File: config.mk
export PLATFORM = sky130hd
export DESIGN_NAME = clock_stepper_pulse_train_controller_unit_flat
export DESIGN_NICKNAME = d
export VERILOG_FILES = /design/src/design/cspt_pkg.sv /design/src/design/cspt_if.sv /design/src/design/clock_stepper_pulse_train_controller_unit.sv /design/src/design/cspt_front.sv /design/src/design/cspt_queue.sv /design/src/design/cspt_back.sv /design/src/flat_wrapper.sv
export SDC_FILE = /design/constraint.sdc
export NUM_CORES = 1
export LEC_CHECK = 0
export ABC_AREA = 1
export BUFFER_PORTS_ARGS = -buffer_cell sky130_fd_sc_hd__buf_4
export CAP_MARGIN = 5
export CORE_ASPECT_RATIO = 1.5
export CORE_MARGIN = 2
export CORE_UTILIZATION = 45
export CTS_BUF_LIST = sky130_fd_sc_hd__clkbuf_8 sky130_fd_sc_hd__clkbuf_16
export CTS_CLUSTER_SIZE = 30
export DETAILED_ROUTE_END_ITERATION = 10
export PLACE_DENSITY = 0.61
export SYNTH_ARGS = -nofsm -noshare
export SYNTH_HDL_FRONTEND = slang
export SYNTH_SLANG_ARGS = --single-unit
export TNS_END_PERCENT = 5
File: constraint.sdc
create_clock -name clock -period 3 [get_ports clock]
set_input_delay 0.15 -clock clock [delete_from_list [all_inputs] [get_ports clock]]
set_output_delay 0.15 -clock clock [all_outputs]
set_load 0.01 [all_outputs]
File: src/design/cspt_pkg.sv
`timescale 1ns / 1ps
// ----------------------------------------------------------------------------
// Clock stepper pulse train package
// Shared types, register indexes, reset values and the coil pattern table.
// ----------------------------------------------------------------------------
package cspt_pkg;

   // Configuration port
   localparam int CFG_INDEX_W = 3;
   localparam int CFG_DATA_W  = 24;

   typedef enum logic [CFG_INDEX_W-1:0] {
      CSR_STEP_NORMAL    = 3'd0,
      CSR_STEP_FAST      = 3'd1,
      CSR_STEP_VERY_FAST = 3'd2,
      CSR_IDLE_NORMAL    = 3'd3,
      CSR_IDLE_LEVEL_ONE = 3'd4,
      CSR_IDLE_LEVEL_TWO = 3'd5
   } csr_index_type;

   localparam logic [7:0]  STEP_NORMAL_RESET    = 8'd165;
   localparam logic [7:0]  STEP_FAST_RESET      = 8'd200;
   localparam logic [7:0]  STEP_VERY_FAST_RESET = 8'd250;
   localparam logic [23:0] IDLE_NORMAL_RESET    = 24'd232514;
   localparam logic [23:0] IDLE_LEVEL_ONE_RESET = 24'd1235;
   localparam logic [23:0] IDLE_LEVEL_TWO_RESET = 24'd550;

   // Speed levels
   localparam logic [2:0] SPEED_NORMAL = 3'd0;
   localparam logic [2:0] SPEED_ONE    = 3'd1;
   localparam logic [2:0] SPEED_TWO    = 3'd2;
   localparam logic [2:0] SPEED_THREE  = 3'd3;
   localparam logic [2:0] SPEED_FOUR   = 3'd4;

   // Hold time counter, 17 bit signed, and its thresholds
   localparam int HOLD_W = 17;
   localparam logic signed [HOLD_W:0]   HOLD_MAX         = 18'sd65535;
   localparam logic signed [HOLD_W-1:0] HOLD_LEVEL_TWO   = 17'sd1225;
   localparam logic signed [HOLD_W-1:0] HOLD_LEVEL_THREE = 17'sd2300;
   localparam logic signed [HOLD_W-1:0] HOLD_LEVEL_FOUR  = 17'sd3675;

   // Port image masks
   localparam logic [5:0] BUTTON_LAMP  = 6'h20;
   localparam logic [5:0] KEEP_LAMPS   = 6'h30;
   localparam logic [5:0] CLEAR_BUTTON = 6'h1F;

   localparam logic [2:0] LAST_PHASE  = 3'd5;
   localparam logic [2:0] BURST_STEPS = 3'd6;
   localparam logic [23:0] IDLE_TICK  = 24'd255;
   localparam logic [23:0] IDLE_CUT   = 24'd10;

   // Event queue between front and back
   localparam int QUEUE_DEPTH   = 2;
   localparam int QUEUE_PTR_W   = 1;
   localparam int QUEUE_COUNT_W = 2;

   typedef enum logic {
      EVENT_OVERFLOW = 1'b0,
      EVENT_BUTTON   = 1'b1
   } event_kind_type;

   typedef struct packed {
      event_kind_type kind;
      logic           back_level;
      logic           forward_level;
      logic [7:0]     timer_now;
   } event_type;

   typedef struct packed {
      logic      valid;
      event_type item;
   } queue_head_type;

   // Part of the state that a button edge touches
   typedef struct packed {
      logic signed [HOLD_W-1:0] hold_ticks;
      logic [2:0]               pace;
      logic                     clockwise;
      logic [5:0]               port_image;
      logic [23:0]              idle_remaining;
      logic [7:0]               step_reload;
   } button_state_type;

   function automatic logic [5:0] coil_pattern(input logic [2:0] phase);
      logic [5:0] pattern;
      case (phase)
         3'd0:    pattern = 6'd17;
         3'd1:    pattern = 6'd7;
         3'd2:    pattern = 6'd22;
         3'd3:    pattern = 6'd14;
         3'd4:    pattern = 6'd24;
         3'd5:    pattern = 6'd9;
         default: pattern = 6'd0;
      endcase
      return pattern;
   endfunction

   // One button changed to the given level.
   function automatic button_state_type button_edge(
      input button_state_type st,
      input logic             level,
      input logic             dir_when_pressed,
      input logic [7:0]       now,
      input logic             in_burst,
      input logic [7:0]       step_normal
   );
      button_state_type nx;
      nx = st;
      if (level == 1'b0) begin
         nx.hold_ticks  = $signed({9'd0, now}) - 17'sd255;
         nx.pace        = SPEED_ONE;
         nx.clockwise   = dir_when_pressed;
         nx.port_image  = st.port_image | BUTTON_LAMP;
         if (!in_burst && st.idle_remaining > IDLE_TICK) begin
            nx.idle_remaining = IDLE_CUT;
         end
      end else begin
         nx.port_image  = st.port_image & CLEAR_BUTTON;
         nx.pace        = SPEED_NORMAL;
         nx.clockwise   = 1'b1;
         nx.step_reload = step_normal;
      end
      return nx;
   endfunction

endpackage

File: src/design/cspt_if.sv
`timescale 1ns / 1ps
// ----------------------------------------------------------------------------
// Clock stepper pulse train channels
// Valid/ready channels for event transactions and result transactions.
// ----------------------------------------------------------------------------
interface cspt_req_if;
   logic       valid;
   logic       ready;
   logic       kind;
   logic       back_button_level;
   logic       forward_button_level;
   logic [7:0] timer_now;

   modport source (
      output valid, kind, back_button_level, forward_button_level, timer_now,
      input  ready
   );
   modport sink (
      input  valid, kind, back_button_level, forward_button_level, timer_now,
      output ready
   );
endinterface

interface cspt_rsp_if;
   logic       valid;
   logic       ready;
   logic [5:0] port_pattern;
   logic       heartbeat;
   logic       reload_valid;
   logic [7:0] timer_reload;

   modport source (
      output valid, port_pattern, heartbeat, reload_valid, timer_reload,
      input  ready
   );
   modport sink (
      input  valid, port_pattern, heartbeat, reload_valid, timer_reload,
      output ready
   );
endinterface

File: src/design/clock_stepper_pulse_train_controller_unit.sv
`timescale 1ns / 1ps
// ----------------------------------------------------------------------------
// Clock stepper pulse train controller
// Burst driver for a clock-hand stepper with button speed-up and heartbeat.
// ----------------------------------------------------------------------------
// Every event transaction (a timer overflow or a button pin change) produces
// exactly one result transaction carrying the port image, the heartbeat level
// and, when needed, a timer reload value. The block sustains one transaction
// per clock cycle while results are taken: an event goes from the input into
// a two-entry queue and is executed by the back end once it is at the head
// of the queue and the output register is free or being taken, and its
// result is then held in the output register until it is taken.
// The combinational state update in the back end sets that rate; the queue
// and the output register let the input keep flowing while a result waits.
// Configuration registers take effect on the next executed event and should
// be written only while no transaction is in flight.
// ----------------------------------------------------------------------------
module clock_stepper_pulse_train_controller_unit (
   input  logic                              clock,
   input  logic                              reset,
   cspt_req_if.sink                          req_chan,
   cspt_rsp_if.source                        rsp_chan,
   input  logic                              csr_write_enable,
   input  logic [cspt_pkg::CFG_INDEX_W-1:0]  csr_index,
   input  logic [cspt_pkg::CFG_DATA_W-1:0]   csr_write_data
);

   logic                      push_valid;
   logic                      push_ready;
   cspt_pkg::event_type       push_item;
   logic                      pop;
   cspt_pkg::queue_head_type  head;

   // The front end classifies each incoming transaction as an overflow or a
   // button event and hands it to the queue.
   cspt_front u_front (
      .req_chan    (req_chan),
      .queue_ready (push_ready),
      .push_valid  (push_valid),
      .push_item   (push_item)
   );

   // The queue decouples input acceptance from result back-pressure.
   cspt_queue u_queue (
      .clock      (clock),
      .reset      (reset),
      .push_valid (push_valid),
      .push_item  (push_item),
      .push_ready (push_ready),
      .pop        (pop),
      .head       (head)
   );

   // The back end owns the configuration and all stepper state, executes the
   // event at the head of the queue and registers the result.
   cspt_back u_back (
      .clock            (clock),
      .reset            (reset),
      .csr_write_enable (csr_write_enable),
      .csr_index        (csr_index),
      .csr_write_data   (csr_write_data),
      .head             (head),
      .pop              (pop),
      .rsp_chan         (rsp_chan)
   );

endmodule

File: src/design/cspt_front.sv
`timescale 1ns / 1ps
// ----------------------------------------------------------------------------
// Clock stepper pulse train front end
// Accepts event transactions, classifies them and pushes them to the queue.
// ----------------------------------------------------------------------------
module cspt_front (
   cspt_req_if.sink             req_chan,
   input  logic                 queue_ready,
   output logic                 push_valid,
   output cspt_pkg::event_type  push_item
);

   assign req_chan.ready = queue_ready;
   assign push_valid     = req_chan.valid;

   always_comb begin
      push_item.kind          = cspt_pkg::event_kind_type'(req_chan.kind);
      push_item.back_level    = req_chan.back_button_level;
      push_item.forward_level = req_chan.forward_button_level;
      // Only button events carry a meaningful timer sample.
      if (push_item.kind == cspt_pkg::EVENT_BUTTON) begin
         push_item.timer_now = req_chan.timer_now;
      end else begin
         push_item.timer_now = 8'd0;
      end
   end

endmodule

File: src/design/cspt_queue.sv
`timescale 1ns / 1ps
// ----------------------------------------------------------------------------
// Clock stepper pulse train event queue
// Two-entry first-in first-out queue between the front and back ends.
// ----------------------------------------------------------------------------
module cspt_queue (
   input  logic                       clock,
   input  logic                       reset,
   input  logic                       push_valid,
   input  cspt_pkg::event_type        push_item,
   output logic                       push_ready,
   input  logic                       pop,
   output cspt_pkg::queue_head_type   head
);

   cspt_pkg::event_type                  entry_ff [cspt_pkg::QUEUE_DEPTH];
   logic [cspt_pkg::QUEUE_PTR_W-1:0]     wr_ptr_ff, wr_ptr_in;
   logic [cspt_pkg::QUEUE_PTR_W-1:0]     rd_ptr_ff, rd_ptr_in;
   logic [cspt_pkg::QUEUE_COUNT_W-1:0]   count_ff, count_in;
   logic                                 push;
   logic                                 do_pop;

   assign push_ready = (count_ff != cspt_pkg::QUEUE_COUNT_W'(cspt_pkg::QUEUE_DEPTH));
   assign push       = push_valid && push_ready;
   assign do_pop     = pop && (count_ff != '0);

   assign head.valid = (count_ff != '0);
   assign head.item  = entry_ff[rd_ptr_ff];

   always_comb begin
      wr_ptr_in = push   ? wr_ptr_ff + 1'b1 : wr_ptr_ff;
      rd_ptr_in = do_pop ? rd_ptr_ff + 1'b1 : rd_ptr_ff;
      count_in  = count_ff;
      if (push && !do_pop) begin
         count_in = count_ff + 1'b1;
      end else if (!push && do_pop) begin
         count_in = count_ff - 1'b1;
      end
   end

   always_ff @(posedge clock) begin
      if (reset) begin
         wr_ptr_ff <= '0;
         rd_ptr_ff <= '0;
         count_ff  <= '0;
      end else begin
         wr_ptr_ff <= wr_ptr_in;
         rd_ptr_ff <= rd_ptr_in;
         count_ff  <= count_in;
      end
   end

   always_ff @(posedge clock) begin
      if (push) begin
         entry_ff[wr_ptr_ff] <= push_item;
      end
   end

endmodule

File: src/design/cspt_back.sv
`timescale 1ns / 1ps
// ----------------------------------------------------------------------------
// Clock stepper pulse train back end
// Holds the configuration and stepper state, executes one event per cycle
// while the output register is free or being taken, and presents the result there.
// ----------------------------------------------------------------------------
module cspt_back (
   input  logic                                 clock,
   input  logic                                 reset,
   input  logic                                 csr_write_enable,
   input  logic [cspt_pkg::CFG_INDEX_W-1:0]     csr_index,
   input  logic [cspt_pkg::CFG_DATA_W-1:0]      csr_write_data,
   input  cspt_pkg::queue_head_type             head,
   output logic                                 pop,
   cspt_rsp_if.source                           rsp_chan
);

   // Configuration registers
   logic [7:0]  step_normal_ff, step_fast_ff, step_very_fast_ff;
   logic [23:0] idle_normal_ff, idle_one_ff, idle_two_ff;

   // Stepper state
   logic [2:0]                            phase_ff, phase_in;
   logic                                  clockwise_ff, clockwise_in;
   logic                                  in_burst_ff, in_burst_in;
   logic [2:0]                            burst_count_ff, burst_count_in;
   logic [7:0]                            step_reload_ff, step_reload_in;
   logic [23:0]                           idle_ff, idle_in;
   logic [2:0]                            speed_ff, speed_in;
   logic signed [cspt_pkg::HOLD_W-1:0]    hold_ff, hold_in;
   logic                                  last_back_ff, last_back_in;
   logic                                  last_fwd_ff, last_fwd_in;
   logic [5:0]                            port_ff, port_in;
   logic                                  heartbeat_ff, heartbeat_in;

   // Output register
   logic       out_valid_ff;
   logic [5:0] out_port_ff;
   logic       out_heartbeat_ff;
   logic       out_reload_valid_ff, reload_valid_in;
   logic [7:0] out_reload_ff, reload_in;

   assign pop = head.valid && (!out_valid_ff || rsp_chan.ready);

   assign rsp_chan.valid        = out_valid_ff;
   assign rsp_chan.port_pattern = out_port_ff;
   assign rsp_chan.heartbeat    = out_heartbeat_ff;
   assign rsp_chan.reload_valid = out_reload_valid_ff;
   assign rsp_chan.timer_reload = out_reload_ff;

   always_comb begin
      cspt_pkg::button_state_type       bst;
      logic signed [cspt_pkg::HOLD_W:0] hold_sum;

      phase_in       = phase_ff;
      clockwise_in   = clockwise_ff;
      in_burst_in    = in_burst_ff;
      burst_count_in = burst_count_ff;
      step_reload_in = step_reload_ff;
      idle_in        = idle_ff;
      speed_in       = speed_ff;
      hold_in        = hold_ff;
      last_back_in   = last_back_ff;
      last_fwd_in    = last_fwd_ff;
      port_in        = port_ff;
      heartbeat_in   = heartbeat_ff;
      reload_valid_in = 1'b0;
      reload_in       = 8'd0;
      hold_sum        = '0;

      bst.hold_ticks     = hold_ff;
      bst.pace           = speed_ff;
      bst.clockwise      = clockwise_ff;
      bst.port_image     = port_ff;
      bst.idle_remaining = idle_ff;
      bst.step_reload    = step_reload_ff;

      if (head.item.kind == cspt_pkg::EVENT_BUTTON) begin
         // Backward button first, then forward; the later one sets direction.
         if (head.item.back_level != last_back_ff) begin
            last_back_in = head.item.back_level;
            bst = cspt_pkg::button_edge(bst, head.item.back_level, 1'b0,
                                        head.item.timer_now, in_burst_ff,
                                        step_normal_ff);
         end
         if (head.item.forward_level != last_fwd_ff) begin
            last_fwd_in = head.item.forward_level;
            bst = cspt_pkg::button_edge(bst, head.item.forward_level, 1'b1,
                                        head.item.timer_now, in_burst_ff,
                                        step_normal_ff);
         end
         hold_in        = bst.hold_ticks;
         speed_in       = bst.pace;
         clockwise_in   = bst.clockwise;
         port_in        = bst.port_image;
         idle_in        = bst.idle_remaining;
         step_reload_in = bst.step_reload;
      end else if (in_burst_ff) begin
         // Next coil pattern; an out-of-range phase leaves the port alone.
         if (phase_ff <= cspt_pkg::LAST_PHASE) begin
            port_in = (port_ff & cspt_pkg::BUTTON_LAMP) |
                      cspt_pkg::coil_pattern(phase_ff);
         end
         if (clockwise_ff) begin
            phase_in = (phase_ff >= cspt_pkg::LAST_PHASE) ? 3'd0 : phase_ff + 3'd1;
         end else begin
            phase_in = (phase_ff == 3'd0) ? cspt_pkg::LAST_PHASE : phase_ff - 3'd1;
         end
         burst_count_in = burst_count_ff + 3'd1;
         if (burst_count_in < cspt_pkg::BURST_STEPS) begin
            reload_valid_in = 1'b1;
            reload_in       = step_reload_ff;
         end else begin
            // Burst done: coils off, load the idle countdown.
            port_in        = port_in & cspt_pkg::KEEP_LAMPS;
            burst_count_in = 3'd0;
            phase_in       = 3'd0;
            in_burst_in    = 1'b0;
            case (speed_ff)
               cspt_pkg::SPEED_ONE:   idle_in = idle_one_ff;
               cspt_pkg::SPEED_TWO:   idle_in = idle_two_ff;
               cspt_pkg::SPEED_THREE: idle_in = 24'd0;
               cspt_pkg::SPEED_FOUR:  idle_in = 24'd0;
               default:               idle_in = idle_normal_ff;
            endcase
         end
      end else begin
         if (speed_ff != cspt_pkg::SPEED_NORMAL) begin
            hold_sum = {hold_ff[cspt_pkg::HOLD_W-1], hold_ff} + 18'sd255;
            if (hold_sum > cspt_pkg::HOLD_MAX) begin
               hold_sum = cspt_pkg::HOLD_MAX;
            end
            hold_in = hold_sum[cspt_pkg::HOLD_W-1:0];
            if (hold_in > cspt_pkg::HOLD_LEVEL_TWO) begin
               if (hold_in > cspt_pkg::HOLD_LEVEL_FOUR) begin
                  step_reload_in = step_very_fast_ff;
                  speed_in       = cspt_pkg::SPEED_FOUR;
               end else if (hold_in > cspt_pkg::HOLD_LEVEL_THREE) begin
                  step_reload_in = step_fast_ff;
                  speed_in       = cspt_pkg::SPEED_THREE;
               end else begin
                  speed_in = cspt_pkg::SPEED_TWO;
               end
            end
         end
         heartbeat_in    = !heartbeat_ff;
         reload_valid_in = 1'b1;
         if (idle_ff > cspt_pkg::IDLE_TICK) begin
            reload_in = 8'd0;
            idle_in   = idle_ff - cspt_pkg::IDLE_TICK;
         end else begin
            reload_in   = 8'd255 - idle_ff[7:0];
            in_burst_in = 1'b1;
         end
      end
   end

   always_ff @(posedge clock) begin
      if (reset) begin
         step_normal_ff    <= cspt_pkg::STEP_NORMAL_RESET;
         step_fast_ff      <= cspt_pkg::STEP_FAST_RESET;
         step_very_fast_ff <= cspt_pkg::STEP_VERY_FAST_RESET;
         idle_normal_ff    <= cspt_pkg::IDLE_NORMAL_RESET;
         idle_one_ff       <= cspt_pkg::IDLE_LEVEL_ONE_RESET;
         idle_two_ff       <= cspt_pkg::IDLE_LEVEL_TWO_RESET;
      end else if (csr_write_enable) begin
         case (cspt_pkg::csr_index_type'(csr_index))
            cspt_pkg::CSR_STEP_NORMAL:    step_normal_ff    <= csr_write_data[7:0];
            cspt_pkg::CSR_STEP_FAST:      step_fast_ff      <= csr_write_data[7:0];
            cspt_pkg::CSR_STEP_VERY_FAST: step_very_fast_ff <= csr_write_data[7:0];
            cspt_pkg::CSR_IDLE_NORMAL:    idle_normal_ff    <= csr_write_data;
            cspt_pkg::CSR_IDLE_LEVEL_ONE: idle_one_ff       <= csr_write_data;
            cspt_pkg::CSR_IDLE_LEVEL_TWO: idle_two_ff       <= csr_write_data;
            default: ;
         endcase
      end
   end

   always_ff @(posedge clock) begin
      if (reset) begin
         phase_ff       <= 3'd0;
         clockwise_ff   <= 1'b1;
         in_burst_ff    <= 1'b1;
         burst_count_ff <= 3'd0;
         step_reload_ff <= cspt_pkg::STEP_NORMAL_RESET;
         idle_ff        <= 24'd0;
         speed_ff       <= cspt_pkg::SPEED_NORMAL;
         hold_ff        <= '0;
         last_back_ff   <= 1'b1;
         last_fwd_ff    <= 1'b1;
         port_ff        <= 6'd0;
         heartbeat_ff   <= 1'b0;
         out_valid_ff   <= 1'b0;
      end else begin
         if (pop) begin
            phase_ff       <= phase_in;
            clockwise_ff   <= clockwise_in;
            in_burst_ff    <= in_burst_in;
            burst_count_ff <= burst_count_in;
            step_reload_ff <= step_reload_in;
            idle_ff        <= idle_in;
            speed_ff       <= speed_in;
            hold_ff        <= hold_in;
            last_back_ff   <= last_back_in;
            last_fwd_ff    <= last_fwd_in;
            port_ff        <= port_in;
            heartbeat_ff   <= heartbeat_in;
            out_valid_ff   <= 1'b1;
         end else if (rsp_chan.ready) begin
            out_valid_ff <= 1'b0;
         end
      end
   end

   always_ff @(posedge clock) begin
      if (pop) begin
         out_port_ff         <= port_in;
         out_heartbeat_ff    <= heartbeat_in;
         out_reload_valid_ff <= reload_valid_in;
         out_reload_ff       <= reload_in;
      end
   end

endmodule

File: src/flat_wrapper.sv
// flat-port wrapper written by rule: the top's interface ports become plain ports
module clock_stepper_pulse_train_controller_unit_flat 
  (clock, reset, csr_write_enable, csr_index, csr_write_data, req_chan_valid, req_chan_kind, req_chan_back_button_level, req_chan_forward_button_level, req_chan_timer_now, req_chan_ready, rsp_chan_valid, rsp_chan_port_pattern, rsp_chan_heartbeat, rsp_chan_reload_valid, rsp_chan_timer_reload, rsp_chan_ready);
  cspt_req_if req_chan_i ();
  cspt_rsp_if rsp_chan_i ();
  input  logic clock;
  input  logic reset;
  input  logic csr_write_enable;
  input  logic [cspt_pkg::CFG_INDEX_W-1:0] csr_index;
  input  logic [cspt_pkg::CFG_DATA_W-1:0] csr_write_data;
  input wire logic [$bits(req_chan_i.valid)-1:0] req_chan_valid;
  input wire logic [$bits(req_chan_i.kind)-1:0] req_chan_kind;
  input wire logic [$bits(req_chan_i.back_button_level)-1:0] req_chan_back_button_level;
  input wire logic [$bits(req_chan_i.forward_button_level)-1:0] req_chan_forward_button_level;
  input wire logic [$bits(req_chan_i.timer_now)-1:0] req_chan_timer_now;
  output wire logic [$bits(req_chan_i.ready)-1:0] req_chan_ready;
  output wire logic [$bits(rsp_chan_i.valid)-1:0] rsp_chan_valid;
  output wire logic [$bits(rsp_chan_i.port_pattern)-1:0] rsp_chan_port_pattern;
  output wire logic [$bits(rsp_chan_i.heartbeat)-1:0] rsp_chan_heartbeat;
  output wire logic [$bits(rsp_chan_i.reload_valid)-1:0] rsp_chan_reload_valid;
  output wire logic [$bits(rsp_chan_i.timer_reload)-1:0] rsp_chan_timer_reload;
  input wire logic [$bits(rsp_chan_i.ready)-1:0] rsp_chan_ready;
  assign req_chan_i.valid = req_chan_valid;
  assign req_chan_i.kind = req_chan_kind;
  assign req_chan_i.back_button_level = req_chan_back_button_level;
  assign req_chan_i.forward_button_level = req_chan_forward_button_level;
  assign req_chan_i.timer_now = req_chan_timer_now;
  assign req_chan_ready = req_chan_i.ready;
  assign rsp_chan_valid = rsp_chan_i.valid;
  assign rsp_chan_port_pattern = rsp_chan_i.port_pattern;
  assign rsp_chan_heartbeat = rsp_chan_i.heartbeat;
  assign rsp_chan_reload_valid = rsp_chan_i.reload_valid;
  assign rsp_chan_timer_reload = rsp_chan_i.timer_reload;
  assign rsp_chan_i.ready = rsp_chan_ready;
  clock_stepper_pulse_train_controller_unit u_core (.clock(clock), .reset(reset), .req_chan(req_chan_i), .rsp_chan(rsp_chan_i), .csr_write_enable(csr_write_enable), .csr_index(csr_index), .csr_write_data(csr_write_data));
endmodule
## Word level (Yosys, flattened, before mapping)

Memory sizes are Yosys's and may differ from the RTL's. A register that Yosys moved wholly into a read port is not among the register bits.
Cells that the tools add are included.

- Register bits: 186
- Bits in writable memories: 22
- Bits of input ports: 43
- Output and inout port bits: 18
- Word-level logic and storage cells: 176
- Memories: 1

- $add $sub $neg: 11
- $lt $le $gt $ge: 9
- Equality and inequality tests: 20
- Muxes and demuxes: 68
- Bitwise operators: 2
- Reductions and logical operators: 39

Memories:

| memory | words | bits a word | rd ports | clocked after memory_dff | write ports | line | text |
|---|---|---|---|---|---|---|---|
| u_core.u_queue.entry_ff | 2 | 11 | 1 | 1 | 1 | cspt_queue.sv:16 | `cspt_pkg::event_type entry_ff [cspt_pkg::QUEUE_DEPTH];` |

Operator list:

| operator | number |
|---|---|
| $mux 24 | 8 |
| $mux 59 | 3 |
| $mux 17 | 9 |
| $mux 8 | 14 |
| $pmux 24 s3 | 1 |
| $gt 24x8->1 const B | 2 |
| $mux 6 | 6 |
| $gt 17x13->1 const B | 2 |
| $mux 3 | 10 |
| $pmux 5 s6 | 1 |
| $sub 24x8->24 const B | 1 |
| $add 17x9->18 const B | 1 |
| $eq 3x2->1 const B | 6 |
| $gt 18x17->1 const B | 1 |
| $reduce_and 3->1 | 6 |
| $gt 17x12->1 const B | 1 |
| $eq 3x3->1 const B | 5 |
| $reduce_and 2->1 | 7 |
| $mux 1 | 13 |
| $reduce_and 5->1 | 2 |
| $reduce_bool 2->1 | 5 |
| $eq 3x1->1 const B | 3 |
| $reduce_bool 3->1 | 3 |
| $sub 8x8->9 const B | 1 |
| other kinds (23) | 38 |

## Depth between registers and ports, before layout

Gate-level depths: netlist (run 1).

- Depth in word-level cells: 13
- Gate-level depth with buffers: 21
- Gate-level depth less buffers: 20

## Cells and area by module

A second synthesis (run 1) with hierarchy kept.

- Cells, all modules: 1454
- Area total of the unflattened synthesis: 10730.3 µm²

Modules (own cells, without submodules):

| module | times used | cells each | area each (µm²) | sequential area each (µm²) |
|---|---|---|---|---|
| cspt_back | 1 | 1361 | 9546.7 | 3803.6 |
| cspt_queue | 1 | 71 | 1081.0 | 760.7 |
| cspt_front | 1 | 22 | 102.6 | 0.0 |

## Least setup slack after synthesis (run 1)

No wires, ideal clock.

- Path type: reg-to-reg
- Start: register (tool-made name)
- End: register u_core.u_back.idle_ff[18]
- Arrival: 2.256 ns
- Data required time: 2.885 ns
- Path slack: 0.629 ns
- Stages on the path, launching flop included: 19
- Period minus slack after synthesis: 2.371 ns
- Cells stage by stage: dfxtp_1 -> inv_2 -> or2_2 -> o21ai_1 -> inv_1 -> ha_1 -> inv_1 -> nand2_1 -> nand2_1 -> nand2_1 -> nand2_1 -> inv_1 -> nor2_4 -> inv_2 -> buf_2 -> nand2_1 -> o41ai_1 -> o21ai_0 -> inv_1

RTL lines:

| what | line | text |
|---|---|---|
| end signal, assigned | cspt_back.sv:201 | `idle_ff <= idle_in;` |
| end, declared | cspt_back.sv:28 | `logic [23:0] idle_ff, idle_in;` |

==> impl_metrics.env, run 1 <==
export IMPL_antenna_found_initial=0
export IMPL_final_core_util=0.545
export IMPL_cts_sinks=209
export IMPL_clk_latency_ps=510
export IMPL_clockRootBuffer="clkbuf_16"
export IMPL_power_internal_w=0.00756
export IMPL_crit_chain="or2_2 -> o21ai_1 -> inv_1 -> ha_1 -> inv_1 -> nand2_1 -> nand2_1 -> nand2_1 -> nand2_1 -> inv_1 -> nor2_4 -> inv_2 -> nand2_1 -> o41ai_1 -> o21ai_0 -> inv_1"
export IMPL_r2r_cells=16
export IMPL_hp_start="req_chan_valid"
export IMPL_crit_buf_inv=5
export IMPL_hpwl_um=20500
export IMPL_synth_async_reset_ratio=0
export IMPL_max_cap_viol_count=0
export IMPL_mostFrequentLayoutCell="nand2_1"
export IMPL_register_area_mm2=0.00456
export IMPL_syn_area_mm2=0.0106
export IMPL_synth_nets=1516
export IMPL_grt_max_degree=69
export IMPL_nets=1600
export IMPL_syn_area_per_cell_um2=7.26
export IMPL_hold_path_class="input port to flip-flop"
export IMPL_fillers=2274
export IMPL_crit_family="simple AND/OR/NAND/NOR gates"
export IMPL_worstPathMaxFanout=12
export IMPL_grt_overflow_total=0
export IMPL_syn_to_final_growth_pct=18.5
export IMPL_rows=68
export IMPL_slowest_stage="edfxtp_1"
export IMPL_clk_path_buf_depth=3
export IMPL_postCtsSetupBuffers=0
export IMPL_finalCritPeriodShare=0.888
export IMPL_ys_warnings_count=0
export IMPL_clock_fmax_mhz=375
export IMPL_grt_pass1_wl_um=48000
export IMPL_ys_ff_latch=209
export IMPL_viasPerCell=5.31
export IMPL_port_buffers=60
export IMPL_finalHoldViolations=0
export IMPL_wirelength_um=29500
export IMPL_synth_area_leader_cell="dfxtp_1"
export IMPL_status="finished, final reports clean"
export IMPL_cp_end_kind="flip-flop"
export IMPL_die_area_mm2=0.0248
export IMPL_dr_total_vias=9960
export IMPL_startpoint_type="flip-flop"
export IMPL_setup_viol=0
export IMPL_ff2ff_setup_slack_ps=340
export IMPL_synth_edf_count=38
export IMPL_syn_inst=1459
export IMPL_start_util=0.460
export IMPL_tns_ps=0
export IMPL_period_minus_slack_ps=2660
export IMPL_arrival_ps=3060
export IMPL_p_leak_nw=5.47
export IMPL_worstSetupPathType="flip-flop to flip-flop"
export IMPL_drc=0
export IMPL_track_usage=0.239
export IMPL_drt_iter0_drc=585
export IMPL_tightest_slew_ps=1040
export IMPL_p_comb_frac=0.506
export IMPL_worst_r2r_endpoint="u_core.u_back.idle_ff[18]"
export IMPL_power_density_mw_per_mm2=1110
export IMPL_rsz0062_at_grt="no"
export IMPL_gp_congestion=0.892
export IMPL_final_cell_mix="256 x nand2_1, 192 x inv_1, 171 x dfxtp_1"
export IMPL_ys_types=51
export IMPL_critical_path_max_stage_delay_ps=350
export IMPL_worst_path_most_repeated_cell="nand2_1"
export IMPL_seq_area_frac_synth=0.431
export IMPL_multiInputGateArea_mm2=0.00500
export IMPL_synth_ff_type="dfxtp_1"
export IMPL_clk_pin_slew_ps=60
export IMPL_min_to="u_core.u_queue.wr_ptr_ff"
export IMPL_p_sw_frac=0.458
export IMPL_pwr_share_seq=0.288
export IMPL_synth_area_leaders="dfxtp_1 32%, edfxtp_1 11%, nand2_1 9.1%"
export IMPL_layout_drive_gt1_share=0.112
export IMPL_p_switching_w=0.00639
export IMPL_fp_dieW_um=129
export IMPL_peakVddDrop_mv=0.534
export IMPL_fp_coreArea_mm2=0.0231
export IMPL_yosys_area_top_type_share=0.323
export IMPL_htree_levels=1
export IMPL_fin_skew_ps=8.52
export IMPL_post_drt_wl_per_cell_um=15.7
export IMPL_die_h_um=192
export IMPL_antenna_left=0
export IMPL_maxSlewViolCount=0
export IMPL_dr_pass1_iters=5
export IMPL_r2r_start="u_core.u_queue.entry_ff[1][9]"
export IMPL_slew_limit_headroom=0.309
export IMPL_cts_made_buffers=22
export IMPL_hold_depth=4
export IMPL_grt_pass1_vias=9535
export IMPL_ios=61
export IMPL_critPathRequiredTime_ps=3400
export IMPL_power_share_clock=0.206
export IMPL_tritoncts="yes"
export IMPL_diodes=0
## worst min-delay path, delay by kind of cell
| family | cells | cell delay, ps |
|---|---|---|
| buffers and inverters | 1 | 110 |
| and+or+nand+nor | 3 | 240 |
## state kept, by name, summed over array words and instances, names as in the netlist, 17 cells and up, named ones only
name and cells:
u_core.u_back.hold_ff 17, u_core.u_back.idle_ff 24, u_core.u_back.idle_normal_ff 24, u_core.u_back.idle_one_ff 24
u_core.u_back.idle_two_ff 24, u_core.u_queue.entry_ff 22
## metal layers
layer,global-route usage,share of wire,up-vias
met5,0,0,-
met2,0.435,0.51,234
met3,0.0212,0.033,68
li1,-,-,5020
met4,0.0757,0.030,0
met1,0.295,0.43,4638
## cells in the mapped netlist (6+ instances only)
library cell and number:
nand2_1 256, inv_1 189, dfxtp_1 171, nor2_1 169
o21ai_0 157, a21oi_1 121, nand3_1 65, clkbuf_1 54
edfxtp_1 38, o22ai_1 27, o211ai_1 26, nand4_1 15
ha_1 14, inv_2 14, a31oi_1 13, xor2_1 13
o221ai_1 11, or2_2 9, nor3_1 8, xnor2_1 7
a221oi_1 6, buf_2 6, o41ai_1 6
## power by group through the flow
stage | clock (W) | combinational, W | sequential, W
finish | 0.00287 | 0.00706 | 0.00402
global route | 0.00303 | 0.00790 | 0.00409
CTS | 0.00293 | 0.00704 | 0.00401
detailed placement | 0 | 0.00696 | 0.00406
global placement | 0 | 0.00696 | 0.00406
floorplan | 0 | 0.00488 | 0.00396
## final cells by class
| type | instances | area share |
|---|---|---|
| Multi-Input combinational cell | 979 | 0.398 |
| Sequential cell | 209 | 0.363 |
| Timing Repair Buffer | 126 | 0.0845 |
| Inverter | 205 | 0.0616 |
| Clock buffer | 24 | 0.0478 |
| Tap cell | 315 | 0.0314 |
| Clock inverter | 16 | 0.0130 |
## stage by stage
stage	power, W	hold WS [ps]	area, um2	setup WS [ps]	cells
after floorplan	0.00884	249	10600	629	1459
after global placement	0.0110	351	11400	255	1798
after detailed placement	0.0110	351	11400	206	1798
after CTS	0.0140	16.1	12500	182	1874
after global routing	0.0150	47.2	12600	40.9	1874
final	0.0140	23.6	12600	336	1874
## worst max path at each step
| stage | start | end | cells after the start |
|---|---|---|---|
| 6_report | u_core.u_queue.entry_ff[1][9] | u_core.u_back.idle_ff[18] | 16 |
| 5_1_grt | flip-flop | u_core.u_back.idle_ff[18] | 17 |
| 4_1_cts | u_core.u_back.hold_ff[0] | u_core.u_back.step_reload_ff[1] | 19 |
| 3_5_place_dp | u_core.u_back.hold_ff[0] | u_core.u_back.step_reload_ff[1] | 19 |
| 3_3_place_gp | u_core.u_back.hold_ff[0] | u_core.u_back.step_reload_ff[1] | 19 |
| 2_1_floorplan | flip-flop | u_core.u_back.idle_ff[18] | 18 |
## cell families (layout without fill, tap and decap cells)
logic type,count (synthesis),count (layout),synth area share
flip-flops,209,209,0.431
adder cells (fa/ha/maj),14,14,0.0165
XOR/XNOR,20,20,0.0165
AO/OA/AOI/OAI,393,393,0.211
buffers and inverters,271,371,0.0992
AND/OR/NAND/NOR,551,551,0.226
multiplexers,1,1,0.000945
## timing repair
action                                 4_1_cts  5_1_grt
setup endpoints to repair                    0        8
hold buffers                                36        0
endpoints found under the hold margin      111        0
resized for setup                            0        4
Power figures use the tool's default switching activity.
==> run 2, diff against run 1 <==
--- a/config.mk
+++ b/config.mk
@@ -12,6 +12,7 @@
 export CORE_MARGIN = 2
 export CORE_UTILIZATION = 45
 export CTS_BUF_LIST = sky130_fd_sc_hd__clkbuf_8 sky130_fd_sc_hd__clkbuf_16
+export CTS_CLUSTER_DIAMETER = 120
 export CTS_CLUSTER_SIZE = 30
 export DETAILED_ROUTE_END_ITERATION = 10
 export PLACE_DENSITY = 0.61
==> constraint.sdc (replaced) <==
create_clock -name clock -period 2.7 [get_ports clock]
set_input_delay 0.135 -clock clock [delete_from_list [all_inputs] [get_ports clock]]
set_output_delay 0.135 -clock clock [all_outputs]
set_load 0.01 [all_outputs]
==> impl_metrics.env, run 2 (synthesis results as in run 1) <==
export IMPL_dr_pass1_iters=5
export IMPL_cts_made_buffers=10
export IMPL_dr_total_vias=9841
export IMPL_hold_path_class="input port to flip-flop"
export IMPL_finalHoldViolations=0
export IMPL_whs_ps=82.1
export IMPL_fp_coreArea_mm2=0.0231
export IMPL_instances_no_fill=1862
export IMPL_start_util=0.460
export IMPL_grt_pass1_wl_um=46900
export IMPL_critPathRequiredTime_ps=3130
export IMPL_hpwl_um=20300
export IMPL_power_density_mw_per_mm2=1170
export IMPL_dp_slack_ps=84.2
export IMPL_grt_met3_usage=0.0234
export IMPL_dpl_cell_area_mm2=0.0115
export IMPL_nets=1601
export IMPL_antenna_found_initial=0
export IMPL_dp_cells=1808
export IMPL_clk_pin_slew_ps=120
export IMPL_diodes=0
export IMPL_worstPathMaxFanout=11
export IMPL_setup_viol=0
export IMPL_p_leak_nw=5.32
export IMPL_cts_sinks=209
export IMPL_grt_busiest_layer="met2"
export IMPL_peakVddDrop_mv=0.657
export IMPL_grt_pass1_vias=9342
export IMPL_rows=68
export IMPL_grt_overflow_total=0
export IMPL_arrival_ps=2890
export IMPL_tightest_slew_ps=978
export IMPL_finalCritPeriodShare=0.914
export IMPL_status="finished, final reports clean"
export IMPL_max_cap_viol_count=0
export IMPL_tritoncts="yes"
export IMPL_slew_limit_headroom=0.347
export IMPL_clockRootBuffer="clkbuf_16"
export IMPL_tns_ps=0
export IMPL_htree_levels=1
export IMPL_wirelength_um=28900
export IMPL_gp_congestion=0.931
export IMPL_use_met2=0.433
export IMPL_layout_drive_gt1_share=0.112
export IMPL_fillers=2273
export IMPL_die_h_um=192
export IMPL_final_cell_area_mm2=0.0122
export IMPL_syn_to_final_growth_pct=15.2
export IMPL_drt_iter0_drc=830
export IMPL_grt_max_degree=135
export IMPL_viasPerCell=5.29
export IMPL_maxSlewViolCount=0
export IMPL_postLayoutSetupSlackWorst_ps=232
export IMPL_antenna_left=0
export IMPL_rsz0062_at_grt="yes"
export IMPL_cp_end_kind="flip-flop"
export IMPL_clk_latency_ps=480
export IMPL_fin_skew_ps=13.8
export IMPL_clock_fmax_mhz=405
export IMPL_worstSetupPathType="flip-flop to flip-flop"
export IMPL_die_area_mm2=0.0248
export IMPL_ios=61
export IMPL_use_met1=0.283
export IMPL_clk_path_buf_depth=3
export IMPL_post_drt_wl_per_cell_um=15.5
export IMPL_drc=0
export IMPL_startpoint_type="flip-flop"
export IMPL_port_buffers=60
export IMPL_final_cell_mix="252 x nand2_1, 192 x inv_1, 171 x dfxtp_1"
export IMPL_fp_dieW_um=129
export IMPL_mostFrequentLayoutCell="nand2_1"
export IMPL_track_usage=0.234
export IMPL_period_minus_slack_ps=2470
-- run 2: layer usage --
layer | routed length [um] | vias up
met5 | 0 | -
met4 | 688 | 0
met3 | 1170 | 41
met2 | 14900 | 225
met1 | 12200 | 4570
li1 | - | 5005
-- run 2: final cells by class --
type,instances,area (um2),share of cell area
sequential,209,4560,0.374
clock buffer,11,275,0.0226
tap,315,394,0.0323
inverter,205,778,0.0638
clock inverter,4,15.0,0.00123
multi-input combinational,979,5030,0.412
timing repair buffer,139,1150,0.0939
-- run 2: worst max-delay path, stage by stage (launching register included) --
cell,delay [ps]
dfxtp_1,360
inv_2,80
ha_1,210
nand3_2,130
nor2_4,180
inv_1,90
nand3_2,100
nand2_4,110
inv_6,130
nand2_1,110
nand2_1,110
nand2_1,70
nand3_1,70
nand2_1,70
nand3_2,80
buf_4,170
nand4_1,110
nand3_1,110
nor2_1,40
nor2_1,70
-- run 2: metrics by stage --
stage	total power, W	util
3_3_place_gp	0.0123	0.498
3_5_place_dp	0.0124	0.498
5_1_grt	0.0155	0.529
6_report	0.0143	0.529
2_1_floorplan	0.00982	-
4_1_cts	0.0142	0.526
-- run 2: timing repair --
item                                    in CTS  in global routing
buffers inserted                             0                  3
hold buffers                                36                  0
gates resized for setup                      0                 17
hold endpoints to repair                   106                  0
endpoints found under the setup margin       0                 26
-- run 2: report_power, final --
group / total [W] / switching (W) / internal [W] / leakage [nW]
sequential: 0.00441 / 0.000498 / 0.00391 / 1.76
combinational: 0.00819 / 0.00536 / 0.00283 / 3.40
clock: 0.00173 / 0.000990 / 0.000744 / 0.157
total: 0.0143 / 0.00685 / 0.00749 / 5.32
-- run 2: worst paths after layout --
check	end	from	slack, ps	depth (start not counted)
max	u_core.u_back.step_reload_ff[3]	u_core.u_back.hold_ff[0]	230	19
max reg2reg	u_core.u_back.step_reload_ff[3]	u_core.u_back.hold_ff[0]	230	19
min	u_core.u_back.step_very_fast_ff[5]	csr_index[0]	80	4
min reg2reg	u_core.u_back.idle_two_ff[14]	u_core.u_back.idle_two_ff[14]	460	2
